File: config.mk
export PLATFORM = sky130hd
export DESIGN_NAME = flat_triangle_span_rasterizer_top
export DESIGN_NICKNAME = d
export VERILOG_FILES = /design/src/hdl/frs_pkg.sv /design/src/hdl/frs_div.sv /design/src/hdl/frs_dp.sv /design/src/hdl/frs_ctrl.sv /design/src/hdl/flat_triangle_span_rasterizer_top.sv
export SDC_FILE = /design/constraint.sdc
export NUM_CORES = 2
export LEC_CHECK = 0
export ABC_CLOCK_PERIOD_IN_PS = 14480
export BUFFER_PORTS_ARGS = -buffer_cell sky130_fd_sc_hd__buf_2
export CORE_UTILIZATION = 62
export DETAILED_ROUTE_END_ITERATION = 10
export PLACE_DENSITY = 0.88
export SLEW_MARGIN = 20
export SYNTH_ARGS = -nofsm -noshare
export SYNTH_HDL_FRONTEND = slang
export SYNTH_SLANG_ARGS = --single-unit
File: constraint.sdc
create_clock -name clk_i -period 14.48 [get_ports clk_i]
set_input_delay 2.896 -clock clk_i [delete_from_list [all_inputs] [get_ports clk_i]]
set_output_delay 2.896 -clock clk_i [all_outputs]
set_load 0.05 [all_outputs]
File: src/hdl/frs_pkg.sv
// shared types, constants and helpers of the flat triangle span rasterizer
`default_nettype none
package frs_pkg;

  localparam int SCREEN_WIDTH   = 160;
  localparam int SCREEN_HEIGHT  = 128;
  localparam int EDGE_FRAC_BITS = 4;

  localparam int PIX_W  = 13;
  localparam int DVD_W  = PIX_W + 1 + EDGE_FRAC_BITS;
  localparam int STEP_W = 20;
  localparam int EDGE_W = 24;

  typedef logic signed [PIX_W-1:0]  pix_t;
  typedef logic signed [DVD_W-1:0]  dvd_t;
  typedef logic [PIX_W-1:0]         dvs_t;
  typedef logic signed [STEP_W-1:0] step_t;
  typedef logic signed [EDGE_W-1:0] edge_t;

  typedef enum logic [1:0] {
    REQ_SUBMIT = 2'd0,
    REQ_TICK   = 2'd1,
    REQ_CLEAR  = 2'd2,
    REQ_UNUSED = 2'd3
  } req_e;

  typedef enum logic {
    CFG_TARGET_ENABLED = 1'b0,
    CFG_BUFFER_BASE    = 1'b1
  } cfg_e;

  typedef enum logic [1:0] {
    DIV_SEL_LONG  = 2'd0,
    DIV_SEL_SHORT = 2'd1,
    DIV_SEL_HALF  = 2'd2,
    DIV_SEL_NONE  = 2'd3
  } div_sel_e;

  typedef struct packed {
    logic     accept_submit;
    logic     accept_tick;
    logic     accept_clear;
    logic     setup;
    logic     div_start;
    div_sel_e div_sel;
    logic     commit_long;
    logic     commit_short;
    logic     commit_half;
  } frs_cmd_t;

  typedef struct packed {
    logic enabled;
    logic reject;
    logic need_half;
    logic div_done;
    logic out_full;
  } frs_stat_t;

  function automatic pix_t to_pixel(input logic signed [19:0] v);
    logic signed [20:0] s;
    s = {v[19], v} + 21'sd128;
    return s[20:8];
  endfunction

endpackage
`default_nettype wire

File: src/hdl/frs_div.sv
// iterative signed by positive divider, quotient truncated toward zero
`default_nettype none
module frs_div (
  input  wire                 clk_i,
  input  wire                 rst_ni,
  input  wire                 start_i,
  input  frs_pkg::dvd_t       dividend_i,
  input  frs_pkg::dvs_t       divisor_i,
  output logic                done_o,
  output frs_pkg::step_t      quotient_o
);
  import frs_pkg::*;

  localparam int CNT_W = $clog2(DVD_W);

  logic               busy_q, busy_d;
  logic               done_q, done_d;
  logic [CNT_W-1:0]   cnt_q, cnt_d;
  logic [DVD_W-1:0]   quo_q, quo_d;
  logic [PIX_W-1:0]   rem_q, rem_d;
  logic [PIX_W-1:0]   dvs_q, dvs_d;
  logic               neg_q, neg_d;
  logic [PIX_W:0]     rem_sh;
  logic [PIX_W:0]     diff;
  logic               fits;

  assign rem_sh = {rem_q, quo_q[DVD_W-1]};
  assign fits   = rem_sh >= {1'b0, dvs_q};
  assign diff   = rem_sh - {1'b0, dvs_q};

  always_comb begin
    busy_d = busy_q;
    done_d = 1'b0;
    cnt_d  = cnt_q;
    quo_d  = quo_q;
    rem_d  = rem_q;
    dvs_d  = dvs_q;
    neg_d  = neg_q;
    if (start_i) begin
      busy_d = 1'b1;
      cnt_d  = '0;
      rem_d  = '0;
      dvs_d  = divisor_i;
      neg_d  = dividend_i[DVD_W-1];
      quo_d  = dividend_i[DVD_W-1] ? DVD_W'(-dividend_i) : DVD_W'(dividend_i);
    end else if (busy_q) begin
      rem_d = fits ? diff[PIX_W-1:0] : rem_sh[PIX_W-1:0];
      quo_d = {quo_q[DVD_W-2:0], fits};
      cnt_d = cnt_q + 1'b1;
      if (cnt_q == CNT_W'(DVD_W - 1)) begin
        busy_d = 1'b0;
        done_d = 1'b1;
      end
    end
  end

  always_ff @(posedge clk_i or negedge rst_ni) begin
    if (!rst_ni) begin
      busy_q <= 1'b0;
      done_q <= 1'b0;
      cnt_q  <= '0;
    end else begin
      busy_q <= busy_d;
      done_q <= done_d;
      cnt_q  <= cnt_d;
    end
  end

  always_ff @(posedge clk_i) begin
    quo_q <= quo_d;
    rem_q <= rem_d;
    dvs_q <= dvs_d;
    neg_q <= neg_d;
  end

  assign done_o     = done_q;
  assign quotient_o = neg_q ? -step_t'({2'b00, quo_q}) : step_t'({2'b00, quo_q});

endmodule
`default_nettype wire

File: src/hdl/frs_dp.sv
// datapath: setup, edge walk state, span clipping, output register
`default_nettype none
module frs_dp (
  input  wire                   clk_i,
  input  wire                   rst_ni,
  input  wire                   cfg_we_i,
  input  wire                   cfg_index_i,
  input  wire  [23:0]           cfg_data_i,
  input  frs_pkg::frs_cmd_t     cmd_i,
  output frs_pkg::frs_stat_t    stat_o,
  input  wire  signed [19:0]    v0_x_i,
  input  wire  signed [19:0]    v0_y_i,
  input  wire  signed [19:0]    v1_x_i,
  input  wire  signed [19:0]    v1_y_i,
  input  wire  signed [19:0]    v2_x_i,
  input  wire  signed [19:0]    v2_y_i,
  input  wire  [15:0]           fill_color_i,
  input  wire                   out_take_i,
  output logic                  span_valid_o,
  output logic [6:0]            span_row_o,
  output logic [7:0]            span_x_start_o,
  output logic [7:0]            span_x_end_o,
  output logic [23:0]           span_addr_o,
  output logic [15:0]           span_color_o,
  output logic                  last_row_o,
  output logic [31:0]           triangle_count_o
);
  import frs_pkg::*;

  logic        en_q;
  logic [23:0] base_q;

  pix_t        px_q [3];
  pix_t        py_q [3];
  logic [15:0] col_stage_q;
  pix_t        ax_q, ay_q, bx_q, by_q, cx_q, cy_q;
  step_t       lstep_stage_q;

  logic        busy_q, second_q;
  pix_t        scan_q, half_end_q;
  edge_t       lx_q, sx_q;
  step_t       lstep_q, sstep_q;
  pix_t        mid_x_q, bot_x_q, bot_y_q;
  logic [15:0] color_q;
  logic [31:0] count_q;

  logic        ov_q;
  logic        o_vis_q, o_last_q;
  logic [6:0]  o_row_q;
  logic [7:0]  o_x0_q, o_x1_q;
  logic [23:0] o_addr_q;
  logic [15:0] o_col_q;
  logic [31:0] o_cnt_q;

  // sort and bounding box
  pix_t sa_x, sa_y, sb_x, sb_y, sc_x, sc_y;
  pix_t min_x, max_x, min_y, max_y;
  logic reject;

  always_comb begin
    if (py_q[0] <= py_q[1] && py_q[0] <= py_q[2]) begin
      sa_x = px_q[0]; sa_y = py_q[0]; sb_x = px_q[1]; sb_y = py_q[1];
      sc_x = px_q[2]; sc_y = py_q[2];
    end else if (py_q[1] <= py_q[0] && py_q[1] <= py_q[2]) begin
      sa_x = px_q[1]; sa_y = py_q[1]; sb_x = px_q[0]; sb_y = py_q[0];
      sc_x = px_q[2]; sc_y = py_q[2];
    end else begin
      sa_x = px_q[2]; sa_y = py_q[2]; sb_x = px_q[0]; sb_y = py_q[0];
      sc_x = px_q[1]; sc_y = py_q[1];
    end
    if (sb_y > sc_y) begin
      {sb_x, sc_x} = {sc_x, sb_x};
      {sb_y, sc_y} = {sc_y, sb_y};
    end
    min_x = px_q[0]; max_x = px_q[0]; min_y = py_q[0]; max_y = py_q[0];
    for (int i = 1; i < 3; i++) begin
      if (px_q[i] < min_x) min_x = px_q[i];
      if (px_q[i] > max_x) max_x = px_q[i];
      if (py_q[i] < min_y) min_y = py_q[i];
      if (py_q[i] > max_y) max_y = py_q[i];
    end
    reject = (max_y < 0) || (min_y >= pix_t'(SCREEN_HEIGHT)) || (max_x < 0) ||
             (min_x >= pix_t'(SCREEN_WIDTH)) || (sc_y <= sa_y);
  end

  // divider operands
  logic signed [PIX_W:0] dx, dh;
  dvd_t  div_dvd;
  dvs_t  div_dvs;
  logic  div_done;
  step_t div_q;

  always_comb begin
    case (cmd_i.div_sel)
      DIV_SEL_LONG: begin
        dx = {sc_x[PIX_W-1], sc_x} - {sa_x[PIX_W-1], sa_x};
        dh = {sc_y[PIX_W-1], sc_y} - {sa_y[PIX_W-1], sa_y};
      end
      DIV_SEL_SHORT: begin
        if (by_q > ay_q) begin
          dx = {bx_q[PIX_W-1], bx_q} - {ax_q[PIX_W-1], ax_q};
          dh = {by_q[PIX_W-1], by_q} - {ay_q[PIX_W-1], ay_q};
        end else begin
          dx = {cx_q[PIX_W-1], cx_q} - {bx_q[PIX_W-1], bx_q};
          dh = {cy_q[PIX_W-1], cy_q} - {by_q[PIX_W-1], by_q};
        end
      end
      DIV_SEL_HALF: begin
        dx = {bot_x_q[PIX_W-1], bot_x_q} - {mid_x_q[PIX_W-1], mid_x_q};
        dh = {bot_y_q[PIX_W-1], bot_y_q} - {half_end_q[PIX_W-1], half_end_q};
      end
      default: begin
        dx = '0;
        dh = '0;
      end
    endcase
    div_dvd = {dx, {EDGE_FRAC_BITS{1'b0}}};
    div_dvs = dh[PIX_W-1:0];
  end

  frs_div u_div (
    .clk_i      (clk_i),
    .rst_ni     (rst_ni),
    .start_i    (cmd_i.div_start),
    .dividend_i (div_dvd),
    .divisor_i  (div_dvs),
    .done_o     (div_done),
    .quotient_o (div_q)
  );

  // one row of the walk
  localparam int XW = EDGE_W - EDGE_FRAC_BITS;
  logic signed [XW-1:0] xl, xr, lo, hi, x0, x1;
  logic        row_ok, vis;
  pix_t        scan_n;
  edge_t       lx_n, sx_n;
  logic        finish, need_half;
  logic [23:0] addr;

  always_comb begin
    xl = lx_q[EDGE_W-1:EDGE_FRAC_BITS];
    xr = sx_q[EDGE_W-1:EDGE_FRAC_BITS];
    lo = (xl > xr) ? xr : xl;
    hi = (xl > xr) ? xl : xr;
    row_ok = (scan_q >= 0) && (scan_q < pix_t'(SCREEN_HEIGHT));
    x0 = (lo < 0) ? '0 : lo;
    x1 = (hi > XW'(SCREEN_WIDTH - 1)) ? XW'(SCREEN_WIDTH - 1) : hi;
    vis = row_ok && (x0 <= x1);
    addr = base_q + 24'(scan_q[6:0]) * 24'(SCREEN_WIDTH) + 24'(x0[7:0]);
    scan_n = scan_q + 1'b1;
    lx_n = lx_q + edge_t'(lstep_q);
    sx_n = sx_q + edge_t'(sstep_q);
    finish = 1'b0;
    need_half = 1'b0;
    if (!second_q) begin
      if (scan_n >= half_end_q) begin
        if (bot_y_q > half_end_q) need_half = 1'b1;
        else finish = 1'b1;
      end
    end else if (scan_n > half_end_q) begin
      finish = 1'b1;
    end
    if (!busy_q) begin
      finish = 1'b0;
      need_half = 1'b0;
    end
  end

  always_ff @(posedge clk_i or negedge rst_ni) begin
    if (!rst_ni) begin
      en_q     <= 1'b0;
      base_q   <= '0;
      busy_q   <= 1'b0;
      second_q <= 1'b0;
      count_q  <= '0;
      ov_q     <= 1'b0;
    end else begin
      if (cfg_we_i) begin
        case (cfg_e'(cfg_index_i))
          CFG_TARGET_ENABLED: en_q   <= cfg_data_i[0];
          CFG_BUFFER_BASE:    base_q <= cfg_data_i;
          default: ;
        endcase
      end
      if (cmd_i.accept_clear) count_q <= '0;
      else if (cmd_i.accept_submit && en_q) count_q <= count_q + 1'b1;
      if (cmd_i.commit_short) begin
        busy_q   <= 1'b1;
        second_q <= !(by_q > ay_q);
      end else if (cmd_i.commit_half) begin
        second_q <= 1'b1;
      end else if (cmd_i.accept_tick && finish) begin
        busy_q   <= 1'b0;
        second_q <= 1'b0;
      end
      if (cmd_i.accept_tick) ov_q <= 1'b1;
      else if (out_take_i) ov_q <= 1'b0;
    end
  end

  always_ff @(posedge clk_i) begin
    if (cmd_i.accept_submit) begin
      px_q[0] <= to_pixel(v0_x_i); py_q[0] <= to_pixel(v0_y_i);
      px_q[1] <= to_pixel(v1_x_i); py_q[1] <= to_pixel(v1_y_i);
      px_q[2] <= to_pixel(v2_x_i); py_q[2] <= to_pixel(v2_y_i);
      col_stage_q <= fill_color_i;
    end
    if (cmd_i.setup) begin
      ax_q <= sa_x; ay_q <= sa_y; bx_q <= sb_x; by_q <= sb_y;
      cx_q <= sc_x; cy_q <= sc_y;
    end
    if (cmd_i.commit_long) lstep_stage_q <= div_q;
    if (cmd_i.commit_short) begin
      color_q <= col_stage_q;
      mid_x_q <= bx_q;
      bot_x_q <= cx_q;
      bot_y_q <= cy_q;
      lx_q    <= edge_t'(ax_q) <<< EDGE_FRAC_BITS;
      lstep_q <= lstep_stage_q;
      sstep_q <= div_q;
      if (by_q > ay_q) begin
        scan_q     <= ay_q;
        half_end_q <= by_q;
        sx_q       <= edge_t'(ax_q) <<< EDGE_FRAC_BITS;
      end else begin
        scan_q     <= by_q;
        half_end_q <= cy_q;
        sx_q       <= edge_t'(bx_q) <<< EDGE_FRAC_BITS;
      end
    end else if (cmd_i.commit_half) begin
      sx_q       <= edge_t'(mid_x_q) <<< EDGE_FRAC_BITS;
      sstep_q    <= div_q;
      half_end_q <= bot_y_q;
    end else if (cmd_i.accept_tick && busy_q) begin
      lx_q   <= lx_n;
      sx_q   <= sx_n;
      scan_q <= scan_n;
    end
    if (cmd_i.accept_tick) begin
      o_vis_q  <= busy_q && vis;
      o_row_q  <= (busy_q && vis) ? scan_q[6:0] : '0;
      o_x0_q   <= (busy_q && vis) ? x0[7:0] : '0;
      o_x1_q   <= (busy_q && vis) ? x1[7:0] : '0;
      o_addr_q <= (busy_q && vis) ? addr : '0;
      o_col_q  <= (busy_q && vis) ? color_q : '0;
      o_last_q <= finish;
      o_cnt_q  <= count_q;
    end
  end

  assign stat_o.enabled   = en_q;
  assign stat_o.reject    = reject;
  assign stat_o.need_half = need_half;
  assign stat_o.div_done  = div_done;
  assign stat_o.out_full  = ov_q;

  assign span_valid_o     = o_vis_q;
  assign span_row_o       = o_row_q;
  assign span_x_start_o   = o_x0_q;
  assign span_x_end_o     = o_x1_q;
  assign span_addr_o      = o_addr_q;
  assign span_color_o     = o_col_q;
  assign last_row_o       = o_last_q;
  assign triangle_count_o = o_cnt_q;

endmodule
`default_nettype wire

File: src/hdl/frs_ctrl.sv
// controller state machine: request decode, setup sequence, half switch
`default_nettype none
module frs_ctrl (
  input  wire                 clk_i,
  input  wire                 rst_ni,
  input  wire                 in_valid_i,
  output logic                in_stall_o,
  input  wire  [1:0]          req_type_i,
  input  wire                 out_stall_i,
  output logic                out_take_o,
  input  wire                 out_valid_i,
  input  frs_pkg::frs_stat_t  stat_i,
  output frs_pkg::frs_cmd_t   cmd_o
);
  import frs_pkg::*;

  typedef enum logic [4:0] {
    S_IDLE      = 5'b00001,
    S_SETUP     = 5'b00010,
    S_DIV_LONG  = 5'b00100,
    S_DIV_SHORT = 5'b01000,
    S_DIV_HALF  = 5'b10000
  } state_e;

  state_e state_q, state_d;
  logic   accept;

  assign out_take_o = out_valid_i && !out_stall_i;
  assign in_stall_o = (state_q != S_IDLE) || (stat_i.out_full && out_stall_i);
  assign accept     = in_valid_i && !in_stall_o;

  always_comb begin
    state_d = state_q;
    cmd_o   = '{div_sel: DIV_SEL_NONE, default: 1'b0};
    case (state_q)
      S_IDLE: begin
        if (accept) begin
          case (req_e'(req_type_i))
            REQ_SUBMIT: begin
              cmd_o.accept_submit = 1'b1;
              if (stat_i.enabled) state_d = S_SETUP;
            end
            REQ_TICK: begin
              cmd_o.accept_tick = 1'b1;
              if (stat_i.need_half) begin
                cmd_o.div_start = 1'b1;
                cmd_o.div_sel   = DIV_SEL_HALF;
                state_d         = S_DIV_HALF;
              end
            end
            REQ_CLEAR: cmd_o.accept_clear = 1'b1;
            default: ;
          endcase
        end
      end
      S_SETUP: begin
        cmd_o.setup = 1'b1;
        if (stat_i.reject) begin
          state_d = S_IDLE;
        end else begin
          cmd_o.div_start = 1'b1;
          cmd_o.div_sel   = DIV_SEL_LONG;
          state_d         = S_DIV_LONG;
        end
      end
      S_DIV_LONG: begin
        if (stat_i.div_done) begin
          cmd_o.commit_long = 1'b1;
          cmd_o.div_start   = 1'b1;
          cmd_o.div_sel     = DIV_SEL_SHORT;
          state_d           = S_DIV_SHORT;
        end
      end
      S_DIV_SHORT: begin
        if (stat_i.div_done) begin
          cmd_o.commit_short = 1'b1;
          state_d            = S_IDLE;
        end
      end
      S_DIV_HALF: begin
        cmd_o.div_sel = DIV_SEL_HALF;
        if (stat_i.div_done) begin
          cmd_o.commit_half = 1'b1;
          state_d           = S_IDLE;
        end
      end
      default: state_d = S_IDLE;
    endcase
  end

  always_ff @(posedge clk_i or negedge rst_ni) begin
    if (!rst_ni) begin
      state_q <= S_IDLE;
    end else begin
      state_q <= state_d;
    end
  end

  a_stall_when_working: assert property (@(posedge clk_i) disable iff (!rst_ni)
    (state_q != S_IDLE) |-> in_stall_o) else $error("item taken while working");

  a_div_start_waits: assert property (@(posedge clk_i) disable iff (!rst_ni)
    cmd_o.div_start |=> (state_q == S_DIV_LONG || state_q == S_DIV_SHORT ||
                         state_q == S_DIV_HALF)) else $error("divide not awaited");

  a_no_stray_done: assert property (@(posedge clk_i) disable iff (!rst_ni)
    !(stat_i.div_done && state_q == S_IDLE)) else $error("divide done while idle");

endmodule
`default_nettype wire

File: src/hdl/flat_triangle_span_rasterizer_top.sv
// a tick places its span in the output register in the cycle after acceptance
// a tick that starts the lower half holds off new items until its divide finishes
// an enabled submit runs setup and, unless rejected, two passes of the serial divider
// the divider retires one quotient bit per cycle over 18 bits
// reset: asynchronous active low, clears configuration, walk control and the counter
`default_nettype none
module flat_triangle_span_rasterizer_top (
  input  wire                clk_i,
  input  wire                rst_ni,
  input  wire                cfg_we_i,
  input  wire                cfg_index_i,
  input  wire  [23:0]        cfg_data_i,
  input  wire                in_valid_i,
  output logic               in_stall_o,
  input  wire  [1:0]         req_type_i,
  input  wire  signed [19:0] v0_x_i,
  input  wire  signed [19:0] v0_y_i,
  input  wire  signed [19:0] v1_x_i,
  input  wire  signed [19:0] v1_y_i,
  input  wire  signed [19:0] v2_x_i,
  input  wire  signed [19:0] v2_y_i,
  input  wire  [15:0]        fill_color_i,
  output logic               out_valid_o,
  input  wire                out_stall_i,
  output logic               span_valid_o,
  output logic [6:0]         span_row_o,
  output logic [7:0]         span_x_start_o,
  output logic [7:0]         span_x_end_o,
  output logic [23:0]        span_addr_o,
  output logic [15:0]        span_color_o,
  output logic               last_row_o,
  output logic [31:0]        triangle_count_o
);
  import frs_pkg::*;

  frs_cmd_t  cmd;
  frs_stat_t stat;
  logic      out_take;

  assign out_valid_o = stat.out_full;

  frs_ctrl u_ctrl (
    .clk_i       (clk_i),
    .rst_ni      (rst_ni),
    .in_valid_i  (in_valid_i),
    .in_stall_o  (in_stall_o),
    .req_type_i  (req_type_i),
    .out_stall_i (out_stall_i),
    .out_take_o  (out_take),
    .out_valid_i (stat.out_full),
    .stat_i      (stat),
    .cmd_o       (cmd)
  );

  frs_dp u_dp (
    .clk_i            (clk_i),
    .rst_ni           (rst_ni),
    .cfg_we_i         (cfg_we_i),
    .cfg_index_i      (cfg_index_i),
    .cfg_data_i       (cfg_data_i),
    .cmd_i            (cmd),
    .stat_o           (stat),
    .v0_x_i           (v0_x_i),
    .v0_y_i           (v0_y_i),
    .v1_x_i           (v1_x_i),
    .v1_y_i           (v1_y_i),
    .v2_x_i           (v2_x_i),
    .v2_y_i           (v2_y_i),
    .fill_color_i     (fill_color_i),
    .out_take_i       (out_take),
    .span_valid_o     (span_valid_o),
    .span_row_o       (span_row_o),
    .span_x_start_o   (span_x_start_o),
    .span_x_end_o     (span_x_end_o),
    .span_addr_o      (span_addr_o),
    .span_color_o     (span_color_o),
    .last_row_o       (last_row_o),
    .triangle_count_o (triangle_count_o)
  );

endmodule
`default_nettype wire
==> results.toml <==
[grt]
grtUsageTotal = 0.3082
maximum_number_of_pins_on_one_net_before_global_route_repair = 80
grt_overflow = 0
number_of_global_route_vias_before_repair = 29250
grt_first_pass_wirelength_microns = 154700
antenna_found_initial = 5

[logic_synthesis]
netlist_area_sq_mm = 0.03840
synth_enable_flop_cells = 486
ys_async_sr_fraction = 0.1252
ys_dominant_reg_cell = "sky130_fd_sc_hd__edfxtp_1"
yosysWarnings = 0
synth.yosys.seq_area_share = 0.4359
synth_cell_type_count = 93
synth-seq-cells = 575
synthesis.nets = 4333
syn_inst = 3752
post_synth.cell_area_avg_sq_um = 10.23

[sta]
final.setup.tns_ns = 0
layout_min_cycle_time_ns = 10.91
worst_clock_skew_ns = 0.02950
timing.final.ws_setup_ns = 3.573
rsz_0062_raised_after_global_routing = "no"
final.period_utilization = 0.7532
hold_viol = 0
worstMarginPinSlew_ns = 1.053
max_slew_margin = 0.2913
achievable-frequency_ghz = 0.09169
count_of_final_setup_violators = 0
final.hold.worst_slack_ns = 0.4195
timing_max_transition_violations_final = 0

[floorplan]
fp.dieH_microns = 250.9
die_w_microns = 250.9
floorplan.rows = 90
total_die_area_sq_mm = 0.06293
starting_density = 0.6314
i_o_pin_cnt = 267
floorplan.core_area_sq_mm = 0.06081

[run]
drv_cap = 0

[clocking]
holdBufCountCts = 0
post_cts_resized = 0
cts_tree = "yes"
number_of_post_cts_setup_repair_buffers = 0
clockRootBuffer = "sky130_fd_sc_hd__clkbuf_16"
cts.sinks = 575
clock_tree.buffer_depth = 3
clk-insertion-delay-late_ns = 0.65
cts_max_level = 2
clkSlewWorstSetupHoldPaths_ns = 0.06
cts-buffers-inserted = 60

[drt]
drt_drc_violations_left = 0
dr_total_vias = 30150
drt_wl_total_microns = 98520
wl_met3_microns = 7379
top_signal_layer_used = "met4"
wl_met1_microns = 38770
drt-vias-per-instance = 6.287
dr_wl_met2_microns = 47370
drt_first_pass_iters = 6
drt-wirelength-per-cell_microns = 20.54
drt_iter0_drc = 3407
drtAntennaViolNets = 0

[cells_and_area]
final_cell_mix = "sky130_fd_sc_hd__edfxtp_1 (486), sky130_fd_sc_hd__ha_1 (397), sky130_fd_sc_hd__nor2_1 (318), sky130_fd_sc_hd__inv_1 (315), sky130_fd_sc_hd__a21oi_1 (241)"
finalNetCount = 4542
area.growth.synth_to_final_pct = 10.36
final_cell_area_sq_mm = 0.04237
drive_above_1_share = 0.1140
final_common_cell = "sky130_fd_sc_hd__edfxtp_1"

[worst_hold_path]
min-delay-path-class = "reg -> reg"

[critical_path]
cp-end-kind = "flop"
crit_family = "compound AO/OA/AOI/OAI gates"
worst_path_largest_cell_delay_ns = 0.96
critical_path_buf_inv_count = 4
timing.setup.critical_path_class = "reg -> reg"
critical_path_peak_fanout = 36
crit_arrival_ns = 11.42
cp_common_cell = "sky130_fd_sc_hd__a21oi_1"
slowest_cell_on_crit_path = "sky130_fd_sc_hd__o31ai_4"
cp-start-kind = "flop"
timing.critical_path.required_ns = 14.99

[placed_design]
routabilityCongestion = 0.9546
buffer_ports.inserted = 224
post_dp_cell_area_sq_mm = 0.04035
hpwl_microns = 71960
placement.setup.worst_slack_ns = 3.872

[outcome]
status = "completed"

[power_and_ir_drop]
power_switching_uw = 2238
switching_share = 0.3689
leakagePower_uw = 0.01834
peak_supply_drop_mv = 0.1079
power.density_mw_per_mm2 = 143.2
clockPowerShare = 0.257
seq_power_share = 0.364
totalPowerFinal_uw = 6066
power.internal_uw = 3828
p_comb_frac = 0.379
[registers in the layout, summed over array words and instances, names as in the netlist, 18 cells and up]
name                   flops
u_dp.lx_q                 24
u_dp.lstep_stage_q        20
u_dp.triangle_count_o     32
u_dp.px_q                 39
u_dp.span_addr_o          24
u_dp.count_q              32
u_dp.base_q               24
u_dp.u_div.quo_q          18
u_dp.py_q                 39
u_dp.lstep_q              20
u_dp.sstep_q              20
u_dp.sx_q                 24
[power groups by stage]
stage	sequential, uW	clock, uW	combinational [uW]
detailed placement	2230	0	2210
finish	2210	1560	2300
CTS	2200	1570	2260
global placement	2220	0	2130
floorplan	2230	0	1640
global route	2230	1630	2500
[cell families (layout without fill, tap and decap cells)]
| family | count (synthesis) | after routing | synth area share |
|---|---|---|---|
| AO/OA/AOI/OAI | 855 | 855 | 0.1431 |
| buffers and inverters | 428 | 686 | 0.04256 |
| adder cells (fa/ha/maj) | 414 | 414 | 0.1380 |
| XOR/XNOR | 280 | 280 | 0.06387 |
| AND/OR/NAND/NOR | 1025 | 1025 | 0.1278 |
| multiplexers | 175 | 175 | 0.04878 |
| flip-flops | 575 | 575 | 0.4359 |
| other | 0 | 4 | 0 |
[final cells by class]
class	instances	area (sq um)
Inverter	320	1206
Multi-Input combinational cell	2749	20090
Tap cell	782	978.4
Fill cell	4125	18430
Clock buffer	79	1623
Antenna cell	4	10.01
Sequential cell	575	16740
Clock inverter	32	366.6
Timing Repair Buffer	255	1360
[cell usage after synthesis, types with 13 or more instances]
| master | instances | area, sq um |
|---|---|---|
| sky130_fd_sc_hd__edfxtp_1 | 486 | 14590 |
| sky130_fd_sc_hd__ha_1 | 397 | 4967 |
| sky130_fd_sc_hd__inv_1 | 319 | 1197 |
| sky130_fd_sc_hd__nor2_1 | 319 | 1197 |
| sky130_fd_sc_hd__a21oi_1 | 241 | 1206 |
| sky130_fd_sc_hd__nand2_1 | 237 | 889.6 |
| sky130_fd_sc_hd__o21ai_0 | 189 | 945.9 |
| sky130_fd_sc_hd__xnor2_1 | 170 | 1489 |
| sky130_fd_sc_hd__mux2i_1 | 116 | 1161 |
| sky130_fd_sc_hd__nand3_1 | 110 | 550.5 |
| sky130_fd_sc_hd__xor2_1 | 110 | 963.4 |
| sky130_fd_sc_hd__clkbuf_1 | 89 | 334.1 |
| sky130_fd_sc_hd__a21o_1 | 87 | 653.1 |
| sky130_fd_sc_hd__dfrtp_1 | 71 | 1777 |
| sky130_fd_sc_hd__nand4_1 | 56 | 350.3 |
| sky130_fd_sc_hd__and2_1 | 50 | 312.8 |
| sky130_fd_sc_hd__mux2_2 | 46 | 518.0 |
| sky130_fd_sc_hd__o21a_1 | 46 | 345.3 |
| sky130_fd_sc_hd__and3_1 | 45 | 281.5 |
| sky130_fd_sc_hd__nor2b_1 | 45 | 281.5 |
| sky130_fd_sc_hd__o22ai_1 | 43 | 269.0 |
| sky130_fd_sc_hd__nand2b_1 | 41 | 256.5 |
| sky130_fd_sc_hd__nor3_1 | 39 | 195.2 |
| sky130_fd_sc_hd__o31ai_1 | 31 | 232.7 |
| sky130_fd_sc_hd__a211oi_1 | 28 | 210.2 |
| sky130_fd_sc_hd__o211ai_1 | 25 | 187.7 |
| sky130_fd_sc_hd__o21bai_1 | 25 | 187.7 |
| sky130_fd_sc_hd__or3_1 | 20 | 125.1 |
| sky130_fd_sc_hd__dfxtp_1 | 17 | 340.3 |
| sky130_fd_sc_hd__nor4_1 | 17 | 106.4 |
| sky130_fd_sc_hd__a31oi_1 | 16 | 100.1 |
| sky130_fd_sc_hd__fa_1 | 16 | 320.3 |
| sky130_fd_sc_hd__buf_1 | 14 | 52.55 |
| sky130_fd_sc_hd__a21boi_0 | 13 | 97.59 |
[through the flow]
step           cells    util
5_1_grt         4796  0.6969
3_3_place_gp    4680  0.6636
6_report        4796  0.6969
3_5_place_dp    4680  0.6636
2_1_floorplan   3752       -
4_1_cts         4791  0.6963
[metal layers]
layer,global-route usage,up-vias
li1,-,14070
met1,0.3942,14350
met2,0.5229,1449
met3,0.03562,281
met4,0.1488,0
met5,0,-
[worst paths after layout]
check | startpoint | endpoint | slack [ns] | cells past startpoint
max | u_dp.py_q[0][24]$_DFFE_PP_ | u_dp.u_div.quo_q[17]$_DFFE_PP_ | 3.57 | 42
min | u_dp.lstep_stage_q[14]$_DFFE_PP_ | u_dp.lstep_q[14]$_DFFE_PP_ | 0.42 | 0
max reg2reg | u_dp.py_q[0][24]$_DFFE_PP_ | u_dp.u_div.quo_q[17]$_DFFE_PP_ | 3.57 | 42
min reg2reg | u_dp.lstep_stage_q[14]$_DFFE_PP_ | u_dp.lstep_q[14]$_DFFE_PP_ | 0.42 | 0
max in group asynchronous | rst_ni | u_dp.u_div.busy_q$_DFF_PN0_ | 11.61 | 1
min in group asynchronous | rst_ni | u_dp.count_q[30]$_DFFE_PN0P_ | 2.29 | 1
Note: power is estimated with default switching activity, not from simulation.
